==> config.mk <==
export PLATFORM = sky130hd
export DESIGN_NAME = npal_dist_unit
export DESIGN_NICKNAME = d
export VERILOG_FILES = /design/src/npal_pkg.sv /design/src/npal_dist_unit.sv
export SDC_FILE = /design/constraint.sdc
export NUM_CORES = 1
export LEC_CHECK = 0
export ABC_AREA = 1
export ABC_CLOCK_PERIOD_IN_PS = 15700
export BUFFER_PORTS_ARGS = -buffer_cell sky130_fd_sc_hd__buf_2
export CELL_PAD_IN_SITES_DETAIL_PLACEMENT = 0
export CELL_PAD_IN_SITES_GLOBAL_PLACEMENT = 1
export CORE_MARGIN = 2
export CORE_UTILIZATION = 39
export DETAILED_ROUTE_END_ITERATION = 12
export PLACE_DENSITY = 0.67
export SYNTH_ARGS = -nofsm -noshare
export SYNTH_HDL_FRONTEND = slang
export SYNTH_SLANG_ARGS = --single-unit
==> constraint.sdc <==
create_clock -name i_clk -period 15.7 [get_ports i_clk]
set_input_delay 4.71 -clock i_clk [delete_from_list [all_inputs] [get_ports i_clk]]
set_output_delay 4.71 -clock i_clk [all_outputs]
set_load 0.01 [all_outputs]
==> src/npal_pkg.sv <==
`timescale 1ns / 1ps

package npal_pkg;

    // Default sizing
    localparam int TABLE_ROWS_DEF  = 256;
    localparam int COORD_WIDTH_DEF = 16;

    // Row layout: columns 0..2 are x, y, z; the angles follow
    localparam int NUM_ANGLES      = 10;
    localparam int COL_ANGLE_FIRST = 3;
    localparam int COL_LAST        = COL_ANGLE_FIRST + NUM_ANGLES - 1;
    localparam int COL_Z           = 2;

    // Input kinds carried in tuser
    localparam logic OP_WRITE = 1'b0;
    localparam logic OP_QUERY = 1'b1;

    // Register map (index taken from paddr[2])
    localparam logic REG_ENTRY_COUNT = 1'b0;

    // Tag that travels with each coordinate through the distance unit
    typedef struct packed {
        logic valid;
        logic first;   // x coordinate of a row
        logic last;    // z coordinate of a row
        logic tail;    // z coordinate of the final row of the scan
    } t_pipe_ctl;

endpackage

==> src/npal_dist_unit.sv <==
`timescale 1ns / 1ps

module npal_dist_unit
    import npal_pkg::*;
#(
    parameter int COORD_WIDTH = COORD_WIDTH_DEF,
    parameter int ROW_W       = 8
) (
    input  logic                          i_clk,
    input  logic                          i_rst_n,
    input  t_pipe_ctl                     i_ctl,
    input  logic [ROW_W-1:0]              i_row,
    input  logic signed [COORD_WIDTH-1:0] i_coord,
    input  logic signed [COORD_WIDTH-1:0] i_qcoord,
    output logic                          o_done,
    output logic [ROW_W-1:0]              o_best_row
);

    localparam int SQ_W   = 2 * COORD_WIDTH + 1;
    localparam int DIST_W = 2 * COORD_WIDTH + 2;

    t_pipe_ctl                    r_ctl2, r_ctl3;
    logic [ROW_W-1:0]             r_row2, r_row3;
    logic signed [COORD_WIDTH:0]  r_diff;
    logic [SQ_W-1:0]              r_sq;
    logic [DIST_W-1:0]            r_acc;
    logic [DIST_W-1:0]            r_best_d;
    logic [ROW_W-1:0]             r_best_row;
    logic                         r_have;
    logic                         r_done;

    logic signed [DIST_W-1:0]     w_prod;
    logic [DIST_W-1:0]            w_sum;
    logic                         w_better;

    assign w_prod   = r_diff * r_diff;
    assign w_sum    = (r_ctl3.first ? '0 : r_acc) + DIST_W'(r_sq);
    // strict compare keeps the lowest row on a tie
    assign w_better = !r_have || (w_sum < r_best_d);

    always_ff @(posedge i_clk) begin
        if (!i_rst_n) begin
            r_ctl2 <= '0;
            r_ctl3 <= '0;
            r_have <= 1'b0;
            r_done <= 1'b0;
        end else begin
            // difference stage
            r_ctl2 <= i_ctl;
            r_row2 <= i_row;
            r_diff <= (COORD_WIDTH+1)'(i_coord) - (COORD_WIDTH+1)'(i_qcoord);
            // square stage
            r_ctl3 <= r_ctl2;
            r_row3 <= r_row2;
            r_sq   <= w_prod[SQ_W-1:0];
            // accumulate and compare stage
            r_done <= 1'b0;
            if (r_ctl3.valid) begin
                r_acc <= w_sum;
                if (r_ctl3.last) begin
                    if (w_better) begin
                        r_best_d   <= w_sum;
                        r_best_row <= r_row3;
                    end
                    r_have <= !r_ctl3.tail;
                    r_done <= r_ctl3.tail;
                end
            end
        end
    end

    assign o_done     = r_done;
    assign o_best_row = r_best_row;

    // z always follows a y sample in the cycle before
    a_coord_order: assert property (@(posedge i_clk) disable iff (!i_rst_n)
        r_ctl3.valid && r_ctl3.last |->
            $past(r_ctl3.valid && !r_ctl3.first && !r_ctl3.last))
        else $error("distance unit: z sample without preceding y sample");

    // completion comes only with the final row of a scan, so it cannot repeat at once
    a_done_spaced: assert property (@(posedge i_clk) disable iff (!i_rst_n)
        r_done |=> !r_done)
        else $error("distance unit: back-to-back completion");

    // best distance only shrinks within a scan
    a_best_mono: assert property (@(posedge i_clk) disable iff (!i_rst_n)
        r_have && $past(r_have) |-> r_best_d <= $past(r_best_d))
        else $error("distance unit: best distance grew during a scan");

endmodule

==> impl_summary.md, run 1 <==
Run status
The flow ran to the end, and the final reports show no timing, DRC or antenna violations.

Clock tree
The buffer count from post-CTS setup fixing is 0. Clock-pin slew was measured on the worst setup and hold paths at 0.08 ns. TritonCTS created 17 clock buffers. The hold buffer count at CTS is 0. The insertion delay of the later-clocked pin in the worst-skew pair is 0.47 ns.

For this design, the sink count on the clock tree is 151. The longest clock path from root to sink contains 2 buffers. The number of gates resized after cts is 0. In this run the clock root is driven by a clkbuf_16.

The number of H-tree levels is 4. TritonCTS built the clock tree.

Yosys
The fraction of registers with async set/reset is 0. The commonest cells after synthesis are inv_1 (631), nand2_1 (498), fa_1 (264). The proportion of synthesized chip area in sequential cells is 0.231. The top cell type's share of synthesized area is 0.276. The count of warnings emitted by yosys is 0.

The count of different cell masters after synthesis is 39. Yosys mapped a number of flops with a built-in enable equal to 141. In the post-synthesis netlist, the biggest area contributors are fa_1 (28%), edfxtp_1 (22%), inv_1 (12%). The net count after synthesis is 2769.

The register bit total from synthesis is 151. The most instantiated flip-flop cell in the synthesis netlist is edfxtp_1. The synthesized netlist occupies a cell area of 0.0192 sq mm. The most used standard cell by instance count after synthesis is inv_1. A synthesized cell averages 8.36 sq um. Synthesis handed over a netlist of 2291 instances. The library cell with the largest summed area after synthesis is fa_1.

STA
Setup repair after global routing left no endpoint under its margin. The slew at the pin closest to its max-slew limit is 0.911 ns. The final worst hold slack is 0.421 ns. The number of max-slew violations in the final report is 0. Dividing the final minimum period by the clock period gives 0.418. Measured against its own limit, the worst slew margin works out to 0.393. After layout, the minimum clock period comes to 6.56 ns.

The final-layout setup total negative slack is 0 ns. Timing would allow up to 0.152 GHz. Setup violations remaining at the end of the flow were counted as 0. The final clock skew is 0.0215 ns.

The number of failing hold endpoints at the final stage is 0.

Floorplanning
The initial utilization of the core area, before any placement, comes to 0.393. Measured along the y axis, the die boundary spans 226 um. In this run the core area contains 81 standard-cell rows. The die covers 0.0509 sq mm. The overall die width is 226 um. The count of pins on the block boundary is 55.

In this run the standard cell core region covers 0.0487 sq mm.

Final layout
The number of cells in the finished layout apart from fillers is 3013. From synthesis to final layout, the design area changed by 8.64%. 0 antenna diodes ended up in the layout. The post-route core utilization is 0.427.

The net count of the finished layout is 2814. The fraction of layout instances using a drive strength above 1 is 0.0656.

Route
The violation count after the first detailed-routing iteration is 529. The number of DRC violations after detailed routing is 0. Summed over all layers, the routed wires come to 44.7 mm. The number of vias after detailed routing is 14018. The total met3 wirelength after detailed routing is 1.50 mm.

The final antenna-violating net count is 0. Using the TritonRoute via totals, the vias-per-cell ratio works out to 4.65. The top routing layer in use is met4.

After detailed routing, the average wire length per cell comes to 14.8 um. The number of optimization iterations in the first detailed-route pass is 7. The wire length on met2 is 21.0 mm. The detailed router put a total of 20.9 mm of wire on met1.

GRT
The all-layer global routing usage is 0.191. The number of antenna violations at the first check in global routing came to 1. The pin count of the biggest net entering global routing is 43. The number of global-route vias before repair is 15063.

The first global-routing pass estimated 75.3 mm of wire. The total congestion overflow after global routing is 0.

Worst setup path
The critical path data arrival time is 6.79 ns. In this run the critical register-to-register path is launched from r_diff[16]. The critical path starts at r_diff[16].

In this run the critical register-to-register path is captured at r_sq[32]. The largest fanout of any net on the critical path is 22. For the worst setup path, the data required time is 15.93 ns. The maximum cell stage delay along the critical path is 0.88 ns. Walking the worst path, the cells encountered are nand2_1 > fa_1 > inv_1 > fa_1 > inv_1 > fa_1 > fa_1 > inv_1 > fa_1 > inv_1 > fa_1 > inv_1 > ha_1 > nand2_1 > nor2_1 > nand2_1 > nor3_1 > nand2_1 > nand2_1 > inv_1 > nand2_1 > nand2_1. The slowest stage of the critical path belongs to the cell edfxtp_1. The worst setup path is captured at a flip-flop.

The path depth of the worst reg2reg path is 22. For flop-to-flop paths, the worst setup slack is 9.14 ns. In this design, the critical path's most frequently occurring cell is nand2_1. The critical path is of the flip-flop to flip-flop type.

STA classifies the critical path startpoint as a flip-flop.

Place
During placement, the flow inserted port buffers numbering 54. The congestion estimate from routability-driven global placement came to 0.933. Summed over all nets, the half-perimeter wirelength after detailed placement is 37.9 mm. The number of placed instances, taps included, is 2981.

Min path
The worst hold path class is flip-flop to flip-flop. The depth of the worst hold-timing path is 0. The sink of the worst hold path is r_row3[2]. In this run the most critical hold path is launched from r_row2[2].

Run
Max-cap violations in this run came to 0.
kinds of logic (layout without fill, tap and decap cells):
| logic type | Yosys count | count (layout) | share of synthesized area |
|---|---|---|---|
| XOR/XNOR | 63 | 63 | 0.0288 |
| buffers and inverters | 683 | 741 | 0.134 |
| adder cells (fa/ha/maj) | 432 | 432 | 0.386 |
| AND/OR/NAND/NOR | 793 | 793 | 0.170 |
| flip-flops | 151 | 151 | 0.231 |
| AO/OA/AOI/OAI | 169 | 169 | 0.0498 |
metrics by stage:
stage	worst slack [ns]	cell area, sq um
6_report	9.14	20800
5_1_grt	8.70	20800
4_1_cts	9.16	20800
3_5_place_dp	9.14	20200
3_3_place_gp	9.17	20200
2_1_floorplan	8.10	19200
how the worst max path moves through the flow:
stage	end	slack [ns]	depth (start not counted)
2_1_floorplan	o_best_row[0]	8.10	3
3_3_place_gp	r_diff[16]	9.17	12
3_5_place_dp	r_diff[16]	9.14	12
4_1_cts	r_sq[31]	9.16	20
5_1_grt	r_sq[32]	8.70	22
6_report	r_sq[32]	9.14	22
cell usage in the layout, fill, tap and decap left out, types with 11 or more instances in the layout:
cell	n
buf_4	14
nand4_1	19
nor3_1	15
buf_2	53
edfxtp_1	141
nor2_1	152
xor2_1	48
a21oi_1	93
fa_1	264
inv_1	630
nand2_1	498
clkbuf_16	17
ha_1	168
a21o_1	11
o21ai_0	32
xnor2_1	15
nand3_1	65
nand2_2	12
inv_2	11
area by class of cell:
class / count / area (sq um)
clock buffer: 17 / 425
clock inverter: 15 / 174
fill: 4931 / 27900
inverter: 642 / 2410
multi-input combinational: 1457 / 12200
sequential: 151 / 4430
tap: 664 / 831
timing repair buffer: 67 / 370
critical path, delay by kind of cell, from the launching register on:
kind,cells,cell delay [ns]
adder cells (fa/ha/maj),7,3.91
AND/OR/NAND/NOR,9,1.08
flip-flops,1,0.88
buffers and inverters,6,0.45
sequential cells by signal (all words and copies together) (netlist names), 8 cells and up:
name and cells:
r_diff 17, r_row2 8, r_row3 8, r_sq 32, o_best_row 8, r_best_d 34, r_acc 34
metal layers:
| layer | up-vias | global-route usage |
|---|---|---|
| li1 | 6963 | - |
| met1 | 6748 | 0.246 |
| met2 | 233 | 0.324 |
| met3 | 74 | 0.0319 |
| met4 | 0 | 0.0669 |
| met5 | - | 0 |
Power of run 1 is not shown: default switching activity piles up to over one toggle a cycle in this logic, so the estimate is an artifact.
==> run 2: changes to the inputs <==
- ABC_AREA: 1 -> 0
- ABC_CLOCK_PERIOD_IN_PS: 15700 -> 5800
- PLACE_DENSITY: 0.67 -> 0.68
- clock period: 15.7 -> 5.8 ns (I/O delays scaled with it)
==> run 2 against run 1 <==
  * The run now ends with negative setup slack left
  * Critical endpoint unchanged
  * Worst hold slack lost 0.0047 ns
  * Synthesized cell count decreased by 22%
  * Synthesized area shrank 6.1%
  * Count of clock-buffer cells in the layout up 1
  * Largest cell class unchanged
  * Final cell count is 12% lower
  * Critical path depth shrank 3
  * First-iteration DRC count increased by 10%
==> impl_summary.md, run 2 <==
GRT
The all-layer global routing usage came to 0.170 (was 0.191). The number of antenna violations at the first check in global routing is 0 (was 1). The pin count of the biggest net entering global routing is 36 (was 43). The first-pass GRT wire length was 65.1 mm (was 75.3 mm). The number of global-route vias before repair is 13275 (was 15063).

The total congestion overflow after global routing came to 0 (unchanged).

Worst setup path
The path depth of the worst reg2reg path came to 19 (was 22). The required time reported for the critical path endpoint is 5.99 ns (was 15.93 ns). Worst path cell trace: buf_6 > and2_4 > fa_1 > inv_2 > fa_1 > fa_1 > inv_1 > fa_1 > fa_1 > fa_1 > ha_4 > nand3_4 > nor2_4 > a2111oi_4 > nand3_2 > a31oi_4 > o31ai_2 > a21oi_1 > xnor2_1 (was nand2_1 > fa_1 > inv_1 > fa_1 > inv_1 > fa_1 > fa_1 > inv_1 > fa_1 > inv_1 > fa_1 > inv_1 > ha_1 > nand2_1 > nor2_1 > nand2_1 > nor3_1 > nand2_1 > nand2_1 > inv_1 > nand2_1 > nand2_1).

The sort of element at the end of the critical path is a flip-flop (unchanged). The flop-to-flop setup slack is -0.001 ns (was 9.14 ns). The maximum cell stage delay along the critical path is 0.56 ns (was 0.88 ns). The largest fanout of any net on the critical path is 6 (was 22). The critical setup path kind is flip-flop to flip-flop (unchanged). The critical path data arrival time is 5.99 ns (was 6.79 ns). The reg-to-reg critical path endpoint is r_sq[32] (unchanged). The cell repeated most along the worst path is fa_1 (was nand2_1). The kind of cell adding the most delay to the critical path is adder cells (unchanged).

The origin of the critical flop-to-flop path was r_diff[3] (was r_diff[16]). The nature of the critical path startpoint is a flip-flop (unchanged). The instance count on the critical path is 19 (was 22). The sum of buffers and inverters on the critical path was 3 (was 6). The slowest cell on the critical path is fa_1 (was edfxtp_1).

Route
The number of DRC violations after detailed routing is 0 (unchanged). The final antenna-violating net count is 0 (unchanged). The number of vias after detailed routing was 12334 (was 14018). The violation count after the first detailed-routing iteration is 584 (was 529). The final wirelength is 37.5 mm (was 44.7 mm).

The post-detailed-route via-to-cell ratio is 4.68 (was 4.65). The routed length per placed instance came to 14.2 um (was 14.8 um). The number of optimization iterations in the first detailed-route pass is 5 (was 7).

STA
The final clock skew came to 0.0142 ns (was 0.0215 ns). The slew at the pin closest to its max-slew limit is 0.617 ns (was 0.911 ns). The achievable frequency is 0.172 GHz (was 0.152 GHz). The final setup slack of the worst path is -0.00112 ns (was 9.14 ns). The shortest period the worst path allows is 5.80 ns (was 6.56 ns). The total setup violations reported at the end of the flow is 2 (was 0). The final period utilization is 1.00 (was 0.418).

The number of max-slew violations in the final report was 0 (unchanged). The final-layout setup total negative slack is -0.00120 ns (was 0 ns). Unrepaired setup endpoints after global routing: yes (was no). The number of failing hold endpoints at the final stage is 0 (unchanged). The relative slew slack came to 0.582 (was 0.393).

Yosys
The mux cell area share after synthesis came to 0.00285 (was 0). The number of flops mapped to enable cells by yosys was 141 (unchanged). The cell count after synthesis is 1784 (was 2291).

The mapped cell area came to 0.0180 sq mm (was 0.0192 sq mm). The net count after synthesis was 2262 (was 2769). The register bit total from synthesis is 151 (unchanged).

The library cell with the largest summed area after synthesis is fa_1 (unchanged). The dominant combinational cell family by area after synthesis is adder cells (unchanged). The adder and majority gate portion of the synthesized area came to 0.411 (was 0.386).

The count of warnings emitted by yosys is 0 (unchanged). The proportion of synthesized chip area in sequential cells is 0.247 (was 0.231). The most instantiated flip-flop cell in the synthesis netlist is edfxtp_1 (unchanged). The synthesized-area fraction occupied by ao, oa, aoi and oai cells is 0.0872 (was 0.0498).

The count of different cell masters after synthesis was 62 (was 39). The xor/xnor share of the synthesized area is 0.0385 (was 0.0288). The fraction of registers with async set/reset is 0 (unchanged). The post-synthesis area per instance came to 10.1 sq um (was 8.36 sq um). The post-synthesis share of cell area spent on and, or, nand and nor gates came to 0.116 (was 0.170). The most used standard cell by instance count after synthesis is inv_1 (unchanged). Area contributors post-synth: fa_1 (29%), edfxtp_1 (24%), ha_1 (12%) (was fa_1 (28%), edfxtp_1 (22%), inv_1 (12%)). The top cell type's share of synthesized area is 0.294 (was 0.276). Most numerous cell types in the synthesized netlist: inv_1 (441), fa_1 (264), ha_1 (168) (was inv_1 (631), nand2_1 (498), fa_1 (264)).

Min path
The sink of the worst hold path is o_best_row[6] (was r_row3[2]). The origin of the worst min-delay path is r_row3[6] (was r_row2[2]). The depth of the worst hold-timing path is 0 (unchanged). The worst hold path class is flip-flop to flip-flop (unchanged).

Final layout
Largest registers in the final layout: r_acc x34, r_best_d x34, r_sq x32 (unchanged). The layout overhead on the synthesized area is 20.0% (was 8.64%). The post-route core utilization is 0.475 (was 0.427).

Leading cell types in the layout, fill and taps excluded: inv_1 (415), fa_1 (253), buf_4 (179) (was inv_1 (630), nand2_1 (498), fa_1 (264)). The most frequent standard cell in the layout excluding fill and tap cells is inv_1 (unchanged). The total inserted antenna cells is 0 (unchanged). The total number of nets in the final design is 2503 (was 2814).

The number of cells in the finished layout apart from fillers came to 2638 (was 3013). The fraction of layout instances using a drive strength above 1 is 0.204 (was 0.0656).

Place
The HPWL after detailed placement is 31.5 mm (was 37.9 mm). The number of buffer cells added on primary ports is 54 (unchanged). The cell total after placement is 2571 (was 2981).

The routability-driven placement congestion ratio came to 0.869 (was 0.933).

Clock tree
The total clock sinks is 151 (unchanged). The root buffer cell was clkbuf_16 (unchanged). The total clock buffers created by CTS is 17 (unchanged).

The number of H-tree levels came to 4 (unchanged). The clock-pin transition on the worst setup and hold timing paths is 0.07 ns (was 0.08 ns). The hold buffer count at CTS is 0 (unchanged). The clock tree from TritonCTS is yes (unchanged).

The insertion delay of the later-clocked pin in the worst-skew pair is 0.45 ns (was 0.47 ns). The buffer levels on the longest clock path was 2 (unchanged).

Run status
Result of the run: finished with violations (was completed). The checks that failed: negative setup slack.

Run
The number of maximum-capacitance constraint violations is 0 (unchanged).

Floorplanning
The core area is 0.0455 sq mm (was 0.0487 sq mm). The count of pins on the block boundary is 55 (unchanged). The die height is 219 um (was 226 um).

The overall die width is 219 um (was 226 um). The full die area was 0.0479 sq mm (was 0.0509 sq mm). The initial core utilization was 0.396 (was 0.393).

The row count is 78 (was 81).
[run 2: cell count changes after synthesis, moves of 12 or more]
cell / change
inv_1: -190
nand3_1: -42
nor2b_1: +43
nor2_1: -83
a21oi_1: -20
xnor2_1: +47
and2_1: +68
nand2_2: -12
nand2b_1: +15
a21o_1: +19
nand2_1: -376
xor2_1: -31
[run 2: kinds of logic after synthesis]
logic type                 count (synthesis)
and+or+nand+nor                          413
DFF                                      151
AOI/OAI and AO/OA                        231
adders and majority gates                432
muxes                                      5
xor gates and xnor gates                  79
buffers and inverters                    473
[run 2: final cells by class]
type / count / area [sq um]
Inverter: 441 / 1660
Multi-Input combinational cell: 1160 / 12200
Sequential cell: 151 / 4430
Clock buffer: 18 / 439
Fill cell: 4344 / 23900
Tap cell: 600 / 751
Clock inverter: 14 / 158
Timing Repair Buffer: 254 / 1900
[run 2: per-layer routing]
layer | share of wire | up-vias | track usage
met2 | 0.46 | 138 | 0.279
met5 | 0 | - | 0
met3 | 0.029 | 23 | 0.0220
li1 | - | 6149 | -
met4 | 0.010 | 0 | 0.0327
met1 | 0.50 | 6024 | 0.242
[run 2: worst max path at each step]
stage / startpoint / endpoint / slack, ns
floorplan: r_diff[4] / r_sq[32] / -0.02
detailed placement: r_diff[3] / r_sq[32] / -0.30
global placement: r_diff[4] / r_sq[32] / -0.22
CTS: r_diff[3] / r_sq[30] / -0.03
finish: r_diff[3] / r_sq[32] / -0.001
global route: r_diff[11] / r_sq[29] / -0.24
[run 2: stage by stage]
stage | hold slack [ns] | setup WS, ns | cell area [sq um]
final | 0.416 | -0.00112 | 21600
after CTS | 0.417 | -0.0333 | 21400
after detailed placement | 0.405 | -0.303 | 20200
after floorplan | 0.400 | -0.0239 | 18100
after global routing | 0.427 | -0.240 | 21600
after global placement | 0.401 | -0.218 | 20200
[run 2: repair_timing]
action,CTS,global route
gates resized for setup,93,48
buffers inserted,29,6
endpoints found under the setup margin,10,12
pin swaps,46,21
Power of run 2 is left out for the same reason.
==> run 3: changes to the inputs <==
- BUFFER_PORTS_ARGS: -buffer_cell sky130_fd_sc_hd__buf_2 -> default
- CORE_UTILIZATION: 39 -> 45
- DONT_BUFFER_PORTS: default -> 1
- PLACE_DENSITY: 0.68 -> 0.75
==> run 3 against run 2 <==
  * The flow still finishes with violations (negative setup slack)
  * Register-to-register slack about the same
  * Sequential share of layout area increased by 0.22 points
  * Critical path depth is 5 higher
  * Utilization increased by 6.5 points
  * Cell area is 1.0% lower
  * Final cell count fell by 4.7%
  * Die area fell by 13%
  * Clock skew grew 0.0073 ns
  * Worst hold slack gained 0.0035 ns
  * Highest routed layer unchanged
==> impl_summary.md, run 3 (synthesis gave the netlist of run 2 again) <==
Final layout
The most frequent standard cell in the layout excluding fill and tap cells is inv_1 (unchanged). The total number of nets in the final design is 2453 (was 2503). The layout overhead on the synthesized area is 18.7% (was 20.0%). Largest registers in the final layout: r_acc x34, r_best_d x34, r_sq x32 (unchanged).

The final instance area came to 0.0214 sq mm (was 0.0216 sq mm). Leading cell types in the layout, fill and taps excluded: inv_1 (413), fa_1 (250), buf_4 (173) (was inv_1 (415), fa_1 (253), buf_4 (179)). The total inserted antenna cells was 0 (unchanged). The number of inserted filler cells in the final layout came to 3450 (was 4344).

The fraction of layout instances using a drive strength above 1 is 0.187 (was 0.204).

STA
The number of max-slew violations in the final report is 0 (unchanged). The shortest period the worst path allows came to 5.82 ns (was 5.80 ns). The achievable frequency was 0.172 GHz (about the same). The number of failing hold endpoints at the final stage was 0 (unchanged). The relative slew slack is 0.660 (was 0.582).

The final period utilization is 1.00 (about the same). Unrepaired setup endpoints after global routing: yes (unchanged). The final worst hold slack is 0.420 ns (was 0.416 ns). The final-layout setup total negative slack is -0.0333 ns (was -0.00120 ns). The total setup violations reported at the end of the flow is 3 (was 2). The final clock skew is 0.0215 ns (was 0.0142 ns). The final setup slack of the worst path is -0.0156 ns (was -0.00112 ns).

The slew at the pin closest to its max-slew limit is 0.510 ns (was 0.617 ns).

Worst setup path
The maximum cell stage delay along the critical path is 0.54 ns (was 0.56 ns). The critical setup path kind is flip-flop to flip-flop (unchanged). The nature of the critical path startpoint was a flip-flop (unchanged). The critical path data arrival time came to 6.00 ns (was 5.99 ns).

The largest fanout of any net on the critical path is 3 (was 6). The flop-to-flop setup slack is -0.02 ns (was -0.001 ns). The origin of the critical flop-to-flop path is r_diff[4] (was r_diff[3]). The kind of cell adding the most delay to the critical path is adder cells (unchanged).

Worst path cell trace: buf_6 > and2_4 > inv_2 > fa_1 > inv_2 > fa_2 > inv_2 > fa_1 > fa_1 > inv_2 > fa_1 > inv_1 > fa_1 > inv_2 > ha_4 > a211oi_4 > buf_4 > o21bai_4 > a2111oi_4 > nand3_2 > a31oi_4 > o31ai_1 > a21oi_1 > xnor2_1 (was buf_6 > and2_4 > fa_1 > inv_2 > fa_1 > fa_1 > inv_1 > fa_1 > fa_1 > fa_1 > ha_4 > nand3_4 > nor2_4 > a2111oi_4 > nand3_2 > a31oi_4 > o31ai_2 > a21oi_1 > xnor2_1). The path depth of the worst reg2reg path is 24 (was 19). The sum of buffers and inverters on the critical path was 8 (was 3). The required time reported for the critical path endpoint is 5.99 ns (about the same). The slowest cell on the critical path is fa_1 (unchanged). The reg-to-reg critical path endpoint is r_sq[32] (unchanged).

The sort of element at the end of the critical path is a flip-flop (unchanged).

Floorplanning
The die height is 204 um (was 219 um). The full die area was 0.0416 sq mm (was 0.0479 sq mm). The initial core utilization came to 0.455 (was 0.396). The overall die width came to 204 um (was 219 um).

The core area is 0.0395 sq mm (was 0.0455 sq mm). The count of pins on the block boundary came to 55 (unchanged). The row count came to 73 (was 78).

Route
The number of vias after detailed routing came to 12214 (was 12334). The post-detailed-route via-to-cell ratio is 4.86 (was 4.68). The number of optimization iterations in the first detailed-route pass was 5 (unchanged). The routed length per placed instance is 14.8 um (was 14.2 um). The violation count after the first detailed-routing iteration is 597 (was 584). The number of DRC violations after detailed routing is 0 (unchanged). The final antenna-violating net count was 0 (unchanged).

The final wirelength is 37.2 mm (was 37.5 mm).

Clock tree
The buffer levels on the longest clock path came to 2 (unchanged). The total clock sinks came to 151 (unchanged). The root buffer cell is clkbuf_16 (unchanged). The clock-pin transition on the worst setup and hold timing paths is 0.07 ns (about the same). The total clock buffers created by CTS was 17 (unchanged).

The insertion delay of the later-clocked pin in the worst-skew pair is 0.45 ns (about the same). The number of H-tree levels is 4 (unchanged). The hold buffer count at CTS is 0 (unchanged). The clock tree from TritonCTS is yes (unchanged).

Min path
The depth of the worst hold-timing path is 0 (unchanged). The origin of the worst min-delay path is r_row3[0] (was r_row3[6]). The sink of the worst hold path is o_best_row[0] (was o_best_row[6]). The worst hold path class is flip-flop to flip-flop (unchanged).

GRT
The first-pass GRT wire length came to 63.4 mm (was 65.1 mm). The all-layer global routing usage is 0.190 (was 0.170). The pin count of the biggest net entering global routing is 76 (was 36). The number of antenna violations at the first check in global routing is 0 (unchanged). The total congestion overflow after global routing was 0 (unchanged). The number of global-route vias before repair is 13102 (was 13275).

Run
The number of maximum-capacitance constraint violations is 0 (unchanged).

Run status
Result of the run: finished with violations (unchanged). Violations in the final reports: negative setup slack (unchanged).

Place
The instance area after placement is 0.0198 sq mm (was 0.0202 sq mm). The number of buffer cells added on primary ports is 0 (was 54). The routability-driven placement congestion ratio is 0.893 (was 0.869). The HPWL after detailed placement came to 29.9 mm (was 31.5 mm).
## run 3: cell count changes in the layout (fill, tap and decap cells not counted), sizes merged
cell      previous run  this run
clkbuf              18        20
buf                254       203
clkinvlp             3         5
inv                449       443
clkinv               2         5
## run 3: timing repair
action / in CTS / in global routing
buffers inserted: 28 / 21
cloned: 0 / 1
endpoints found under the setup margin: 9 / 11
resized for setup: 100 / 59
pin swaps: 63 / 53
## run 3: per-stage QoR
step / instances / worst slack, ns / util
after floorplan: 1784 / -0.0239 / -
after global placement: 2435 / -0.170 / 0.501
after detailed placement: 2435 / -0.281 / 0.501
after CTS: 2494 / -0.00677 / 0.531
after global routing: 2513 / -0.292 / 0.540
final: 2513 / -0.0156 / 0.540
## run 3: routing by layer
layer | vias to the layer above | wire [um] | part of all wire | global-route usage
met5 | - | 0 | 0 | 0
met4 | 0 | 352 | 0.0095 | 0.0411
met3 | 22 | 1280 | 0.034 | 0.0319
met2 | 171 | 17600 | 0.47 | 0.316
met1 | 5979 | 18000 | 0.48 | 0.263
li1 | 6042 | - | - | -
## run 3: worst register-to-register path, delay by kind of cell (launching register included)
kind	cells	cell delay [ns]
adders and majority gates	7	3.03
DFF	1	0.37
and+or+nand+nor	2	0.31
buffers and inverters	8	0.57
AOI/OAI and AO/OA	6	1.18
xor gates and xnor gates	1	0.09
## run 3: worst max-delay path by stage
stage | slack (ns) | start | cells past startpoint | end
after floorplan | -0.02 | r_diff[4] | 23 | r_sq[32]
after global placement | -0.17 | r_diff[3] | 21 | r_sq[32]
after detailed placement | -0.28 | r_diff[2] | 21 | r_sq[32]
after CTS | -0.007 | r_diff[2] | 19 | r_sq[30]
after global routing | -0.29 | r_diff[2] | 25 | r_sq[18]
final | -0.02 | r_diff[4] | 24 | r_sq[32]
## run 3: final cells by class
class | count | area (sq um) | share of cell area
clock buffers | 19 | 443 | 0.0207
inverters | 441 | 1660 | 0.0778
well taps | 525 | 657 | 0.0308
repair buffers | 204 | 1710 | 0.0802
clock inverters | 13 | 121 | 0.00568
multi-input cells | 1160 | 12300 | 0.577
flip-flops and latches | 151 | 4430 | 0.208
Power of run 3 is left out for the same reason.
